[src/hdl/gmhgc_pkg.sv]
// Shared constants, types and helpers for the grid minimum-height ground classifier.
// Used by the channel interfaces and by every module of the block; depends on nothing.
package gmhgc_pkg;

  // Grid and coordinate sizing
  localparam int MAX_COLS   = 64;
  localparam int MAX_ROWS   = 64;
  localparam int COORD_BITS = 20;

  // Fixed field widths
  localparam int CS_W   = 16;
  localparam int CNT_W  = 7;
  localparam int MHD_W  = 16;
  localparam int OPC_W  = 2;
  localparam int CFG_AW = 3;
  localparam int CFG_DW = (COORD_BITS > CS_W) ? COORD_BITS : CS_W;

  // Cell index sizing: quotients stay below the active counts
  localparam int COL_BITS = (MAX_COLS > 1) ? $clog2(MAX_COLS) : 1;
  localparam int ROW_BITS = (MAX_ROWS > 1) ? $clog2(MAX_ROWS) : 1;
  localparam int DIV_BITS = (COL_BITS > ROW_BITS) ? COL_BITS : ROW_BITS;
  localparam int CELL_AW  = ROW_BITS + COL_BITS;
  localparam int CELLS    = 1 << CELL_AW;

  // Shared subtractor width: covers offsets, grid limits and shifted divisors
  localparam int LIM_W   = CNT_W + CS_W;
  localparam int ALU_W0  = ((COORD_BITS + 2) > (LIM_W + 1)) ? (COORD_BITS + 2) : (LIM_W + 1);
  localparam int ALU_W   = (ALU_W0 > (CS_W + DIV_BITS + 1)) ? ALU_W0 : (CS_W + DIV_BITS + 1);

  // Sequencer step counter
  localparam int NBR_N     = 9;
  localparam int DEC_STEPS = 4;
  localparam int SEQ_W     = $clog2(2 * DIV_BITS + NBR_N + DEC_STEPS + 1);

  typedef logic signed [COORD_BITS-1:0] coord_t;
  typedef logic        [CS_W-1:0]       csize_t;
  typedef logic        [CNT_W-1:0]      cnt_t;
  typedef logic        [MHD_W-1:0]      mhd_t;
  typedef logic signed [ALU_W-1:0]      alu_t;

  // Marker of an empty cell: largest positive coordinate
  localparam coord_t EMPTY_MIN = {1'b0, {(COORD_BITS-1){1'b1}}};

  typedef enum logic [OPC_W-1:0] {
    OP_LOAD     = 2'd0,
    OP_CLASSIFY = 2'd1,
    OP_CLEAR    = 2'd2
  } opcode_t;

  typedef enum logic [CFG_AW-1:0] {
    REG_ORIGIN_X  = 3'd0,
    REG_ORIGIN_Y  = 3'd1,
    REG_CELL_SIZE = 3'd2,
    REG_GRID_COLS = 3'd3,
    REG_GRID_ROWS = 3'd4,
    REG_MAX_HDIFF = 3'd5
  } cfg_reg_t;

  // Settings as seen by the datapath, counts already saturated
  typedef struct packed {
    coord_t origin_x;
    coord_t origin_y;
    csize_t cell_size;
    cnt_t   act_cols;
    cnt_t   act_rows;
    mhd_t   max_height_diff;
  } cfg_t;

  typedef struct packed {
    logic               we;
    logic [CELL_AW-1:0] waddr;
    coord_t             wdata;
    logic               re;
    logic [CELL_AW-1:0] raddr;
  } mem_req_t;

  typedef struct packed {
    alu_t a;
    alu_t b;
  } alu_req_t;

  typedef struct packed {
    alu_t diff;
    logic neg;
  } alu_rsp_t;

  // Neighbour visiting order: centre first, then the eight around it
  function automatic logic signed [1:0] nbr_dr(input logic [SEQ_W-1:0] k);
    logic signed [1:0] d;
    case (k)
      SEQ_W'(1), SEQ_W'(2), SEQ_W'(3): d = -2'sd1;
      SEQ_W'(6), SEQ_W'(7), SEQ_W'(8): d = 2'sd1;
      default:                         d = 2'sd0;
    endcase
    return d;
  endfunction

  function automatic logic signed [1:0] nbr_dc(input logic [SEQ_W-1:0] k);
    logic signed [1:0] d;
    case (k)
      SEQ_W'(1), SEQ_W'(4), SEQ_W'(6): d = -2'sd1;
      SEQ_W'(3), SEQ_W'(5), SEQ_W'(8): d = 2'sd1;
      default:                         d = 2'sd0;
    endcase
    return d;
  endfunction

endpackage

[src/hdl/gmhgc_if.sv]


interface gmhgc_cfg_if;
  import gmhgc_pkg::*;
  logic              valid;
  logic              ready;
  logic [CFG_AW-1:0] addr;
  logic [CFG_DW-1:0] data;
  modport source (output valid, addr, data, input ready);
  modport sink   (input valid, addr, data, output ready);
endinterface

[src/hdl/gmhgc_cfg_regs.sv]
// Settings registers of the ground classifier, written through the settings channel.
// Depends on gmhgc_pkg and gmhgc_cfg_if.
module gmhgc_cfg_regs (
  input  logic              clk,
  input  logic              rst_n,
  gmhgc_cfg_if.sink         cfg_chan,
  output gmhgc_pkg::cfg_t   cfg
);
  import gmhgc_pkg::*;

  coord_t origin_x_r;
  coord_t origin_y_r;
  csize_t cell_size_r;
  cnt_t   grid_cols_r;
  cnt_t   grid_rows_r;
  mhd_t   max_hdiff_r;

  // Always take a write request
  assign cfg_chan.ready = 1'b1;

  // Update the addressed register
  always_ff @(posedge clk) begin
    if (!rst_n) begin
      origin_x_r  <= '0;
      origin_y_r  <= '0;
      cell_size_r <= CS_W'(1000);
      grid_cols_r <= CNT_W'(64);
      grid_rows_r <= CNT_W'(64);
      max_hdiff_r <= MHD_W'(200);
    end else if (cfg_chan.valid && cfg_chan.ready) begin
      case (cfg_chan.addr)
        REG_ORIGIN_X:  origin_x_r  <= cfg_chan.data[COORD_BITS-1:0];
        REG_ORIGIN_Y:  origin_y_r  <= cfg_chan.data[COORD_BITS-1:0];
        REG_CELL_SIZE: cell_size_r <= cfg_chan.data[CS_W-1:0];
        REG_GRID_COLS: grid_cols_r <= cfg_chan.data[CNT_W-1:0];
        REG_GRID_ROWS: grid_rows_r <= cfg_chan.data[CNT_W-1:0];
        REG_MAX_HDIFF: max_hdiff_r <= cfg_chan.data[MHD_W-1:0];
        default: ;
      endcase
    end
  end

  // Saturate the grid counts to the store size
  always_comb begin
    cfg.origin_x        = origin_x_r;
    cfg.origin_y        = origin_y_r;
    cfg.cell_size       = cell_size_r;
    cfg.max_height_diff = max_hdiff_r;
    cfg.act_cols        = (int'(grid_cols_r) > MAX_COLS) ? CNT_W'(MAX_COLS) : grid_cols_r;
    cfg.act_rows        = (int'(grid_rows_r) > MAX_ROWS) ? CNT_W'(MAX_ROWS) : grid_rows_r;
  end

endmodule

[src/flat_wrapper.sv]
// flat-port wrapper written by rule: the top's interface ports become plain ports
module gmhgc_cfg_regs_flat import gmhgc_pkg::*;
  (clk, rst_n, cfg, cfg_chan_valid, cfg_chan_addr, cfg_chan_data, cfg_chan_ready);
  gmhgc_cfg_if cfg_chan_i ();
  input  logic clk;
  input  logic rst_n;
  output gmhgc_pkg::cfg_t cfg;
  input wire logic [$bits(cfg_chan_i.valid)-1:0] cfg_chan_valid;
  input wire logic [$bits(cfg_chan_i.addr)-1:0] cfg_chan_addr;
  input wire logic [$bits(cfg_chan_i.data)-1:0] cfg_chan_data;
  output wire logic [$bits(cfg_chan_i.ready)-1:0] cfg_chan_ready;
  assign cfg_chan_i.valid = cfg_chan_valid;
  assign cfg_chan_i.addr = cfg_chan_addr;
  assign cfg_chan_i.data = cfg_chan_data;
  assign cfg_chan_ready = cfg_chan_i.ready;
  gmhgc_cfg_regs u_core (.clk(clk), .rst_n(rst_n), .cfg_chan(cfg_chan_i), .cfg(cfg));
endmodule
[config.mk]
export PLATFORM = sky130hd
export DESIGN_NAME = gmhgc_cfg_regs_flat
export DESIGN_NICKNAME = d
export VERILOG_FILES = /design/src/hdl/gmhgc_pkg.sv /design/src/hdl/gmhgc_if.sv /design/src/hdl/gmhgc_cfg_regs.sv /design/src/flat_wrapper.sv
export SDC_FILE = /design/constraint.sdc
export NUM_CORES = 1
export LEC_CHECK = 0
export BUFFER_PORTS_ARGS = -buffer_cell sky130_fd_sc_hd__buf_2
export CAP_MARGIN = 20
export CORE_AREA = 2 2 77 97
export DETAILED_ROUTE_END_ITERATION = 6
export DIE_AREA = 0 0 79 99
export GPL_TIMING_DRIVEN = 0
export PLACE_DENSITY = 0.75
export SYNTH_ARGS = -nofsm -noshare
export SYNTH_HDL_FRONTEND = slang
export SYNTH_SLANG_ARGS = --single-unit
[constraint.sdc]
create_clock -name clk -period 1.25 [get_ports clk]
set_input_delay 0.1875 -clock clk [delete_from_list [all_inputs] [get_ports clk]]
set_output_delay 0.1875 -clock clk [all_outputs]
set_load 0.1 [all_outputs]
==> out/results.ini <==
[synthesis]
ys.flop_type = dfxtp_1
synth_fp_nets = 357
synth_top_area_share_pct = 51.4
avgSynthCellArea_um2 = 10.1
yosysUniqueCellTypes = 15
async_reset_ff_share_pct = 0
syn-instance-count = 331
ys_seq_area_share_pct = 51.4
synth_area_leaders = dfxtp_1 51%, mux2i_1 26%, nand2_1 11%
yosys_warnings = 0
synth-seq-cells = 86
synth_area_um2 = 3350
synth.largest_area_cell = dfxtp_1
yosysMostFrequentCell = nand2_1
synth_edf_count = 0
yosys-top-cells-count = 95 x nand2_1, 86 x dfxtp_1, 86 x mux2i_1

[sta]
setup_slack_ps = -81.5
relSlewSlack_pct = 65.7
setup_viol_count_final = 14
fin_skew_ps = 0
finalHoldViolations = 0
setup_tns_ps = -750
rsz0062_at_grt = true
fmax_mhz = 751
layout_min_cycle_time_ps = 1330
period_share_pct = 107
worst_pin_slew_ps = 514
drv_slew = 0

[clock_tree]
cts-htree-levels = 3
cts-buffers-inserted = 9
path_clk_slew_ps = 90
clock_latency_ps = 360
cts.path.max_buffers = 2
cts_tree = done
cts.sinks = 86
cts-root-buf = clkbuf_8
cts_setup_buffers = 0

[grt]
grt.overflow.total = 0
grt_use_total_pct = 22.6
grt_pass1_vias = 2711
grt_pass1_wl_um = 13600
grt_start_max_net_pins = 16
antenna_found_initial = 0

[worst_setup_path]
crit_path_start_kind = register
crit_buf_inv = 2
crit_cells = 2
cp_slowest_stage_delay_ps = 480
cp_slowest_cell = dfxtp_4
required_ps = 1060
crit_chain = buf_6, buf_12
rr_worst_depth = 2
arrival_ps = 1140
critPathTopFamily = flip-flops
crit_fanout = 8
critical_path_class = reg2out
crit_path_end_kind = output pin

[drt]
vias = 2681
highest_layer = met4
firstDrtPassIters = 4
ant_nets = 0
wl_met1_um = 3670
wl_met3_um = 378
vias_per_cell = 4.91
wl_met2_um = 4480
wirelength_um = 8710
drc = 0
drtIter0Drc = 146
routedWlPerCell_um = 16.0

[cells_and_area]
final_net_count = 477
final_core_util_pct = 68.6
area_delta_synth_final_pct = 41.2
stdcell_count = 546
antenna_cells = 0
drive_above_1_share_pct = 34.4
fill_cells = 537

[run_status]
status = finished, violations left
violations = negative setup slack

[die]
die-area_um2 = 7820
die_y_um = 99
die_w_um = 79
core_um2 = 6890
std_cell_rows = 34
start_util_pct = 48.6
io_pins = 113

[place]
post-place-ws_ps = -288
dp_hpwl_um = 6070
place.gp.congestion = 0.770
dpl.cell_count = 530
io_buffers = 109

[run]
max_cap_violations = 0

[power]
total_leakage_power_uw = 0.00226
p_per_area_nw_per_um2 = 1200
irDropWorstVdd_mv = 0.902

[hold_path]
worstHoldPathCells = 3
hp-class = in2reg

==> power breakdown <==
group,internal [uW],leakage (uW),switching (uW)
Sequential,2800,0.000696,42.7
Combinational,206,0.00146,614
Clock,987,0.0000951,1040
==> state kept, by name, indices dropped and copies added (netlist names) <==
| name | count |
|---|---|
| u_core.origin_x_r | 20 |
| u_core.origin_y_r | 20 |
| u_core.cell_size_r | 16 |
| u_core.max_hdiff_r | 16 |
| u_core.grid_cols_r | 7 |
| u_core.grid_rows_r | 7 |
==> worst min-delay path, delay by kind of cell <==
| kind | cells | cell delay (ps) |
|---|---|---|
| buffers and inverters | 1 | 100 |
| multiplexers | 1 | 60 |
| AND/OR/NAND/NOR | 1 | 60 |
==> path summary, 6_finish.rpt <==
check	endpoint	slack (ps)	start
min reg2reg	u_core.origin_x_r[7]	460	u_core.origin_x_r[7]
max reg2reg	u_core.grid_rows_r[6]	490	u_core.grid_rows_r[6]
min	u_core.origin_y_r[16]	90	cfg_chan_data[16]
max	cfg[29]	-80	u_core.grid_cols_r[6]
==> layout make-up <==
cell class                      instances  area, um^2  share of cell area (%)
Tap cell                               90         113                    2.38
Timing Repair Buffer                  109         943                    19.9
Sequential cell                        86        1730                    36.6
Clock buffer                           10         138                    2.91
Multi-Input combinational cell        219        1590                    33.6
Clock inverter                          6        70.1                    1.48
Buffer                                 26         150                    3.17
==> logic make-up (layout without fill, tap and decap cells) <==
| group | after synthesis | after routing | synth area share (%) |
|---|---|---|---|
| multiplexers | 86 | 86 | 25.7 |
| flip-flops | 86 | 86 | 51.4 |
| AND/OR/NAND/NOR | 132 | 132 | 18.9 |
| buffers and inverters | 26 | 151 | 3.92 |
| other | 1 | 1 | 0.112 |
==> stage by stage <==
stage	power [uW]	hold slack (ps)	area (um^2)
after detailed placement	3680	444	4080
final	5690	88.7	4730
after global routing	5860	110	4730
after CTS	5700	81.4	4700
after floorplan	3500	349	3420
after global placement	3670	441	4080
==> repair_timing <==
| action | in CTS | in global routing |
|---|---|---|
| hold buffers | 0 | 0 |
| setup endpoints to repair | 86 | 16 |
| resized for setup | 136 | 8 |
==> per-layer routing <==
metal / vias to the layer above / global-route usage (%)
met4: 0 / 8.75
li1: 1328 / -
met2: 73 / 38.5
met1: 1266 / 28.2
met5: - / 0
met3: 14 / 4.30
==> cells in the final DEF (no fill, tap or decap), types with 3 or more instances in the layout <==
cell / synthesis / layout
nand4bb_1: 3 / 3
clkbuf_1: 12 / 10
buf_4: 4 / 74
buf_2: 9 / 32
dfxtp_1: 86 / 84
buf_12: 0 / 14
clkinvlp_4: 0 / 3
clkbuf_8: 0 / 10
buf_6: 1 / 4
nor2b_1: 29 / 17
mux2i_1: 86 / 86
nor2b_4: 0 / 12
nand2_1: 95 / 95
(Power assumes the default switching activity.)
