<file path="src/hdl/gmhgc_pkg.sv">
// Shared constants, types and helpers for the grid minimum-height ground classifier.
// Used by the channel interfaces and by every module of the block; depends on nothing.
package gmhgc_pkg;

  // Grid and coordinate sizing
  localparam int MAX_COLS   = 64;
  localparam int MAX_ROWS   = 64;
  localparam int COORD_BITS = 20;

  // Fixed field widths
  localparam int CS_W   = 16;
  localparam int CNT_W  = 7;
  localparam int MHD_W  = 16;
  localparam int OPC_W  = 2;
  localparam int CFG_AW = 3;
  localparam int CFG_DW = (COORD_BITS > CS_W) ? COORD_BITS : CS_W;

  // Cell index sizing: quotients stay below the active counts
  localparam int COL_BITS = (MAX_COLS > 1) ? $clog2(MAX_COLS) : 1;
  localparam int ROW_BITS = (MAX_ROWS > 1) ? $clog2(MAX_ROWS) : 1;
  localparam int DIV_BITS = (COL_BITS > ROW_BITS) ? COL_BITS : ROW_BITS;
  localparam int CELL_AW  = ROW_BITS + COL_BITS;
  localparam int CELLS    = 1 << CELL_AW;

  // Shared subtractor width: covers offsets, grid limits and shifted divisors
  localparam int LIM_W   = CNT_W + CS_W;
  localparam int ALU_W0  = ((COORD_BITS + 2) > (LIM_W + 1)) ? (COORD_BITS + 2) : (LIM_W + 1);
  localparam int ALU_W   = (ALU_W0 > (CS_W + DIV_BITS + 1)) ? ALU_W0 : (CS_W + DIV_BITS + 1);

  // Sequencer step counter
  localparam int NBR_N     = 9;
  localparam int DEC_STEPS = 4;
  localparam int SEQ_W     = $clog2(2 * DIV_BITS + NBR_N + DEC_STEPS + 1);

  typedef logic signed [COORD_BITS-1:0] coord_t;
  typedef logic        [CS_W-1:0]       csize_t;
  typedef logic        [CNT_W-1:0]      cnt_t;
  typedef logic        [MHD_W-1:0]      mhd_t;
  typedef logic signed [ALU_W-1:0]      alu_t;

  // Marker of an empty cell: largest positive coordinate
  localparam coord_t EMPTY_MIN = {1'b0, {(COORD_BITS-1){1'b1}}};

  typedef enum logic [OPC_W-1:0] {
    OP_LOAD     = 2'd0,
    OP_CLASSIFY = 2'd1,
    OP_CLEAR    = 2'd2
  } opcode_t;

  typedef enum logic [CFG_AW-1:0] {
    REG_ORIGIN_X  = 3'd0,
    REG_ORIGIN_Y  = 3'd1,
    REG_CELL_SIZE = 3'd2,
    REG_GRID_COLS = 3'd3,
    REG_GRID_ROWS = 3'd4,
    REG_MAX_HDIFF = 3'd5
  } cfg_reg_t;

  // Settings as seen by the datapath, counts already saturated
  typedef struct packed {
    coord_t origin_x;
    coord_t origin_y;
    csize_t cell_size;
    cnt_t   act_cols;
    cnt_t   act_rows;
    mhd_t   max_height_diff;
  } cfg_t;

  typedef struct packed {
    logic               we;
    logic [CELL_AW-1:0] waddr;
    coord_t             wdata;
    logic               re;
    logic [CELL_AW-1:0] raddr;
  } mem_req_t;

  typedef struct packed {
    alu_t a;
    alu_t b;
  } alu_req_t;

  typedef struct packed {
    alu_t diff;
    logic neg;
  } alu_rsp_t;

  // Neighbour visiting order: centre first, then the eight around it
  function automatic logic signed [1:0] nbr_dr(input logic [SEQ_W-1:0] k);
    logic signed [1:0] d;
    case (k)
      SEQ_W'(1), SEQ_W'(2), SEQ_W'(3): d = -2'sd1;
      SEQ_W'(6), SEQ_W'(7), SEQ_W'(8): d = 2'sd1;
      default:                         d = 2'sd0;
    endcase
    return d;
  endfunction

  function automatic logic signed [1:0] nbr_dc(input logic [SEQ_W-1:0] k);
    logic signed [1:0] d;
    case (k)
      SEQ_W'(1), SEQ_W'(4), SEQ_W'(6): d = -2'sd1;
      SEQ_W'(3), SEQ_W'(5), SEQ_W'(8): d = 2'sd1;
      default:                         d = 2'sd0;
    endcase
    return d;
  endfunction

endpackage

</file>
<file path="src/hdl/gmhgc_alu.sv">
// Shared subtract-and-compare unit of the ground classifier sequencer.
// Depends on gmhgc_pkg for the operand types.
module gmhgc_alu (
  input  gmhgc_pkg::alu_req_t req,
  output gmhgc_pkg::alu_rsp_t rsp
);
  import gmhgc_pkg::*;

  // Difference and its sign serve offsets, range checks, division and minimum search
  always_comb begin
    rsp.diff = req.a - req.b;
    rsp.neg  = rsp.diff[ALU_W-1];
  end

endmodule

</file>
<file path="config.mk">
export PLATFORM = sky130hd
export DESIGN_NAME = gmhgc_alu
export DESIGN_NICKNAME = d
export VERILOG_FILES = /design/src/hdl/gmhgc_pkg.sv /design/src/hdl/gmhgc_alu.sv
export SDC_FILE = /design/constraint.sdc
export NUM_CORES = 1
export LEC_CHECK = 0
export BUFFER_PORTS_ARGS = -buffer_cell sky130_fd_sc_hd__buf_4
export CORE_MARGIN = 4
export CORE_UTILIZATION = 49
export DETAILED_ROUTE_END_ITERATION = 10
export PLACE_DENSITY = 0.86
export SETUP_SLACK_MARGIN = 0.02
export SLEW_MARGIN = 30
export SYNTH_ARGS = -nofsm -noshare
export SYNTH_HDL_FRONTEND = slang
export SYNTH_SLANG_ARGS = --single-unit
</file>
<file path="constraint.sdc">
create_clock -name vclk -period 2.95
set_clock_uncertainty 0.2 [all_clocks]
set_input_delay 0.4425 -clock vclk [all_inputs]
set_output_delay 0.4425 -clock vclk [all_outputs]
set_load 0.01 [all_outputs]
</file>
==> results_dict.tcl, run 1 <==
set metrics [dict create \
    outcome "complete, but fails checks" \
    violations "setup timing" \
    synthToLayoutAreaGrowth_pct 71.1 \
    die_area_sq_um 3810 \
    power_leakage_uw 0.00124 \
    grt_usage 0.236 \
    final_common_cell "buf_4" \
    rows 19 \
    diodes 0 \
    final.setup.worst_slack_ns -0.0249 \
    setup_violations 3 \
    wl_per_cell_um 17.2 \
    grt_use_met1 0.296 \
    fin_util 0.878 \
    initial_core_util 0.513 \
    remaining_drc_errors 0 \
    gp_congestion 0.860 \
    dpl.hpwl_um 3760 \
    finalNetCount 381 \
    hold_buffers 0 \
    dieWidth_um 61.7 \
    yosysWarnings 0 \
    slew-limit-headroom 0.665 \
    io_buffers 73 \
    synth-xor-area-share 0.136 \
    synth_top_family_by_area "compound AO/OA/AOI/OAI gates" \
    ir_drop_mv 0.237 \
    num_io_pins 73 \
    core_sq_um 2760 \
    hp-class "in2out" \
    min_path_cells 4 \
    die_h_um 61.7 \
    maxCapViolCount 0 \
    synth_adder_area_share 0.218 \
    crit_path_end_kind "output port" \
    worstPathArrival_ns 2.33 \
    start_kind "input port" \
    finalMaxSlewViolations 0 \
    gr-usage-met2 0.451 \
    hold_end "rsp[1]" \
    hold_viol 0 \
    overflow 0 \
    vias_per_cell 5.99 \
    met3_usage 0.0103 \
    synth_compound_area_frac 0.354 \
    fin_cells 338 \
    synth-simple-area-share 0.179 \
    antenna_found_initial 0 \
    synth_mux_area_frac 0 \
    gr-max-usage-layer "met2" \
    drive_above_1_share 0.472 \
    drtAntennaViolNets 0 \
    nClkBuffers 0 \
    netlist_instances 208 \
    power_uw 642 \
    syn_area_per_cell_sq_um 6.80 \
    criticalPathCategory "in2out" \
    synthesis.nets 280 \
    n_sequential_cell 0 \
    required_ns 2.31 \
    worst_slew_pin_slew_ns 0.490 \
    drtIter0Drc 137 \
    ys_types 44 \
    place_ws_ns -0.184 \
    crit_path_max_fanout 4 \
    min_period_over_period 1.01 \
    grt_pass1_vias 1725 \
    vias 2025 \
    fmax_mhz 336 \
    regArea_sq_um 0 \
    fin_tns_setup_ns -0.0604 \
    synth_seq_area_share 0 \
    mostFrequentLayoutCells "buf_4 (104), inv_1 (29), a21oi_1 (19), ha_1 (17)" \
    grt_pass1_wl_um 7130 \
    drt-pass1-iter-count 5 \
    power.density_nw_per_um2 265 \
    hold_start "req[0]" \
    grt_max_degree 8 \
    netlist_area_sq_um 1420 \
    dp.cells 336 \
    period_needed_ns 2.97 \
    rsz0062_at_grt "yes" \
    wl_um 5820 \
]
synth_stat cells, types with 2 or more instances:
master | number | area (sq um)
nand3_1 | 5 | 25.0
a21oi_1 | 25 | 125
o21ai_0 | 8 | 40.0
nand2_1 | 12 | 45.0
a21o_1 | 10 | 75.1
buf_4 | 2 | 15.0
o21ai_1 | 3 | 15.0
a211oi_2 | 2 | 25.0
o21a_1 | 3 | 22.5
buf_2 | 3 | 15.0
nand2b_1 | 3 | 18.8
ha_1 | 23 | 288
a211oi_1 | 3 | 22.5
nand4_1 | 7 | 43.8
xnor2_1 | 13 | 114
inv_1 | 31 | 116
a2111oi_0 | 2 | 17.5
nor3_1 | 3 | 15.0
o21bai_1 | 4 | 30.0
nor2b_1 | 2 | 12.5
nor2_1 | 13 | 48.8
xor2_1 | 9 | 78.8
power by group:
part	switching [uW]	leakage [uW]	total, uW	internal (uW)
clock network	0	0	0	0
logic	312	0.00124	642	330
registers	0	0	0	0
total	312	0.00124	642	330
worst max path at each step:
stage               cells past startpoint  slack [ns]  startpoint  endpoint
global route                            9       -0.07     req[20]   rsp[24]
floorplan                               9        0.04      req[6]   rsp[24]
global placement                       10       -0.14      req[0]   rsp[17]
finish                                  9       -0.02     req[18]   rsp[24]
CTS                                    10        0.01      req[0]   rsp[17]
detailed placement                     10       -0.18      req[0]   rsp[17]
layout make-up:
| type | count | area (sq um) |
|---|---|---|
| Inverter | 31 | 119 |
| Multi-Input combinational cell | 170 | 1460 |
| Tap cell | 31 | 38.8 |
| Timing Repair Buffer | 106 | 803 |
| Fill cell | 149 | 337 |
worst max-delay path: stages:
cell and delay (ns):
buf_4 0.11, inv_1 0.09, ha_4 0.23, a21o_1 0.21
o21bai_1 0.20, a221oi_2 0.29, o21ai_0 0.18, or3b_4 0.43
buf_4 0.15
kinds of logic after synthesis:
kind of cell | count (synthesis)
AO/OA/AOI/OAI | 73
adder cells (fa/ha/maj) | 24
buffers and inverters | 38
XOR/XNOR | 22
AND/OR/NAND/NOR | 51
routing by layer:
metal  vias to the layer above  wire length, um
met4                         0              213
met1                       917             2210
met5                         -                0
li1                        935                -
met3                        34              492
met2                       139             2900
repair_timing:
item	CTS	global route
pin swaps	5	20
setup endpoints to repair	10	14
resized for setup	10	33
buffers inserted	0	2
gates cloned	0	0
per-stage QoR:
stage	area [sq um]	hold slack (ns)
after CTS	2240	1.05
after detailed placement	2190	1.05
after global routing	2420	1.04
final	2420	1.03
after global placement	2190	1.04
after floorplan	1420	0.843
Note: power is estimated with default switching activity, not from simulation.
==> run 2, diff against run 1 <==
--- a/config.mk
+++ b/config.mk
@@ -7,9 +7,10 @@
 export LEC_CHECK = 0
 export BUFFER_PORTS_ARGS = -buffer_cell sky130_fd_sc_hd__buf_4
 export CORE_MARGIN = 4
-export CORE_UTILIZATION = 49
+export CORE_UTILIZATION = 40
 export DETAILED_ROUTE_END_ITERATION = 10
-export PLACE_DENSITY = 0.86
+export GPL_TIMING_DRIVEN = 0
+export PLACE_DENSITY = 0.72
 export SETUP_SLACK_MARGIN = 0.02
 export SLEW_MARGIN = 30
 export SYNTH_ARGS = -nofsm -noshare
==> constraint.sdc (replaced) <==
create_clock -name vclk -period 3.4
set_clock_uncertainty 0.2 [all_clocks]
set_input_delay 0.51 -clock vclk [all_inputs]
set_output_delay 0.51 -clock vclk [all_outputs]
set_load 0.01 [all_outputs]
==> run 2 against run 1 <==
The run now ends clean. Non-clock buffer count decreased by 24. Global-route usage decreased by 8.0 points. Final area decreased by 15%. Via count decreased by 16%. Flip-flop and latch count unchanged. Critical endpoint is now rsp[17]. Largest cell class unchanged.
==> results_dict.tcl, run 2 (same netlist as run 1, synthesis figures left out) <==
set metrics [dict create \
    criticalPathCategory "in2out" \
    diodes 0 \
    final.setup.worst_slack_ns 0.142 \
    required_ns 2.69 \
    worst_slew_pin_slew_ns 0.483 \
    slew-limit-headroom 0.670 \
    start_kind "input port" \
    overflow 0 \
    wl_um 3790 \
    power.density_nw_per_um2 218 \
    power_leakage_uw 0.00110 \
    rows 21 \
    drtAntennaViolNets 0 \
    max_stage_delay_ns 0.40 \
    dieWidth_um 67.5 \
    ir_drop_mv 0.0827 \
    outcome "completed" \
    crit_path_max_fanout 5 \
    min_period_over_period 0.958 \
    cpMostUsedCell "buf_4" \
    grt_pass1_wl_um 5910 \
    crit_family "compound AO/OA/AOI/OAI gates" \
    worstPathArrival_ns 2.55 \
    maxCapViolCount 0 \
    grt_pass1_vias 1375 \
    setup_violations 0 \
    wl_per_cell_um 11.5 \
    drive_above_1_share 0.329 \
    mostFrequentLayoutCells "buf_4 (77), inv_1 (31), a21oi_1 (23), ha_1 (22)" \
    stdcell_area_sq_um 2060 \
    num_io_pins 73 \
    crit_path_end_kind "output port" \
    worstPathCellList "buf_4 > ha_1 > fa_1 > nand2b_1 > a21oi_2 > o21ai_1 > a31oi_4 > a41oi_1 > xnor2_1 > buf_4" \
    core_sq_um 3390 \
    regArea_sq_um 0 \
    hold_start "req[0]" \
    synthToLayoutAreaGrowth_pct 45.7 \
    min_path_cells 4 \
    drtIter0Drc 75 \
    vias 1703 \
    rsz0062_at_grt "yes" \
    vias_per_cell 5.18 \
    n_sequential_cell 0 \
    drt-pass1-iter-count 4 \
    antenna_found_initial 0 \
    hold_end "rsp[1]" \
    fmax_mhz 307 \
    remaining_drc_errors 0 \
    hp-class "in2out" \
    hold_viol 0 \
    gp_congestion 0.890 \
    period_needed_ns 3.26 \
    grt_max_degree 10 \
    finalMaxSlewViolations 0 \
    grt_usage 0.157 \
    placed_area_sq_um 2020 \
    die_h_um 67.5 \
    path_buf_inv 2 \
    slowest_stage "fa_1" \
    dpl.hpwl_um 3240 \
    die_area_sq_um 4550 \
    io_buffers 73 \
    fin_tns_setup_ns 0 \
    final_common_cell "buf_4" \
    place_ws_ns 0.0401 \
    initial_core_util 0.417 \
    finalNetCount 357 \
    nClkBuffers 0 \
]
==> run 2: tightest hold or removal path, stage by stage <==
cell,delay (ns)
buf_4,0.08
ha_1,0.11
inv_1,0.03
buf_4,0.13
==> run 2: metrics by stage <==
| step | util | total power, uW | cells | hold WS [ns] |
|---|---|---|---|---|
| floorplan | - | 259 | 208 | 0.978 |
| global placement | 0.596 | 437 | 327 | 1.17 |
| detailed placement | 0.596 | 439 | 327 | 1.17 |
| CTS | 0.596 | 440 | 327 | 1.18 |
| global route | 0.608 | 494 | 329 | 1.19 |
| finish | 0.608 | 449 | 329 | 1.17 |
==> run 2: final cells by class <==
cell class	instances	area, sq um
Tap cell	46	57.6
Buffer	7	45.0
Multi-Input combinational cell	170	1280
Inverter	31	116
Timing Repair Buffer	75	563
Fill cell	357	1330
==> run 2: worst max path at each step <==
stage | start | end | cells past startpoint
3_5_place_dp | req[0] | rsp[17] | 10
2_1_floorplan | req[6] | rsp[24] | 9
4_1_cts | req[0] | rsp[17] | 10
3_3_place_gp | req[0] | rsp[17] | 10
5_1_grt | req[24] | rsp[17] | 11
6_report | req[0] | rsp[17] | 10
==> run 2: routing by layer <==
| layer | up-vias | wire length (um) | GRT usage |
|---|---|---|---|
| li1 | 891 | - | - |
| met1 | 745 | 1850 | 0.251 |
| met2 | 67 | 1660 | 0.244 |
| met3 | 0 | 277 | 0.00166 |
| met4 | 0 | 0 | 0 |
| met5 | - | 0 | 0 |
==> run 2: what timing repair did <==
item,in CTS,in global routing
hold buffers,0,0
setup buffers,0,2
hold endpoints to repair,0,0
setup endpoints to repair,0,6
resized for setup,0,7
==> run 2: where the power goes <==
part           internal (uW)  total, uW  switching, uW  leakage (uW)
Combinational            230        449            219       0.00110
Sequential                 0          0              0             0
Clock                      0          0              0             0
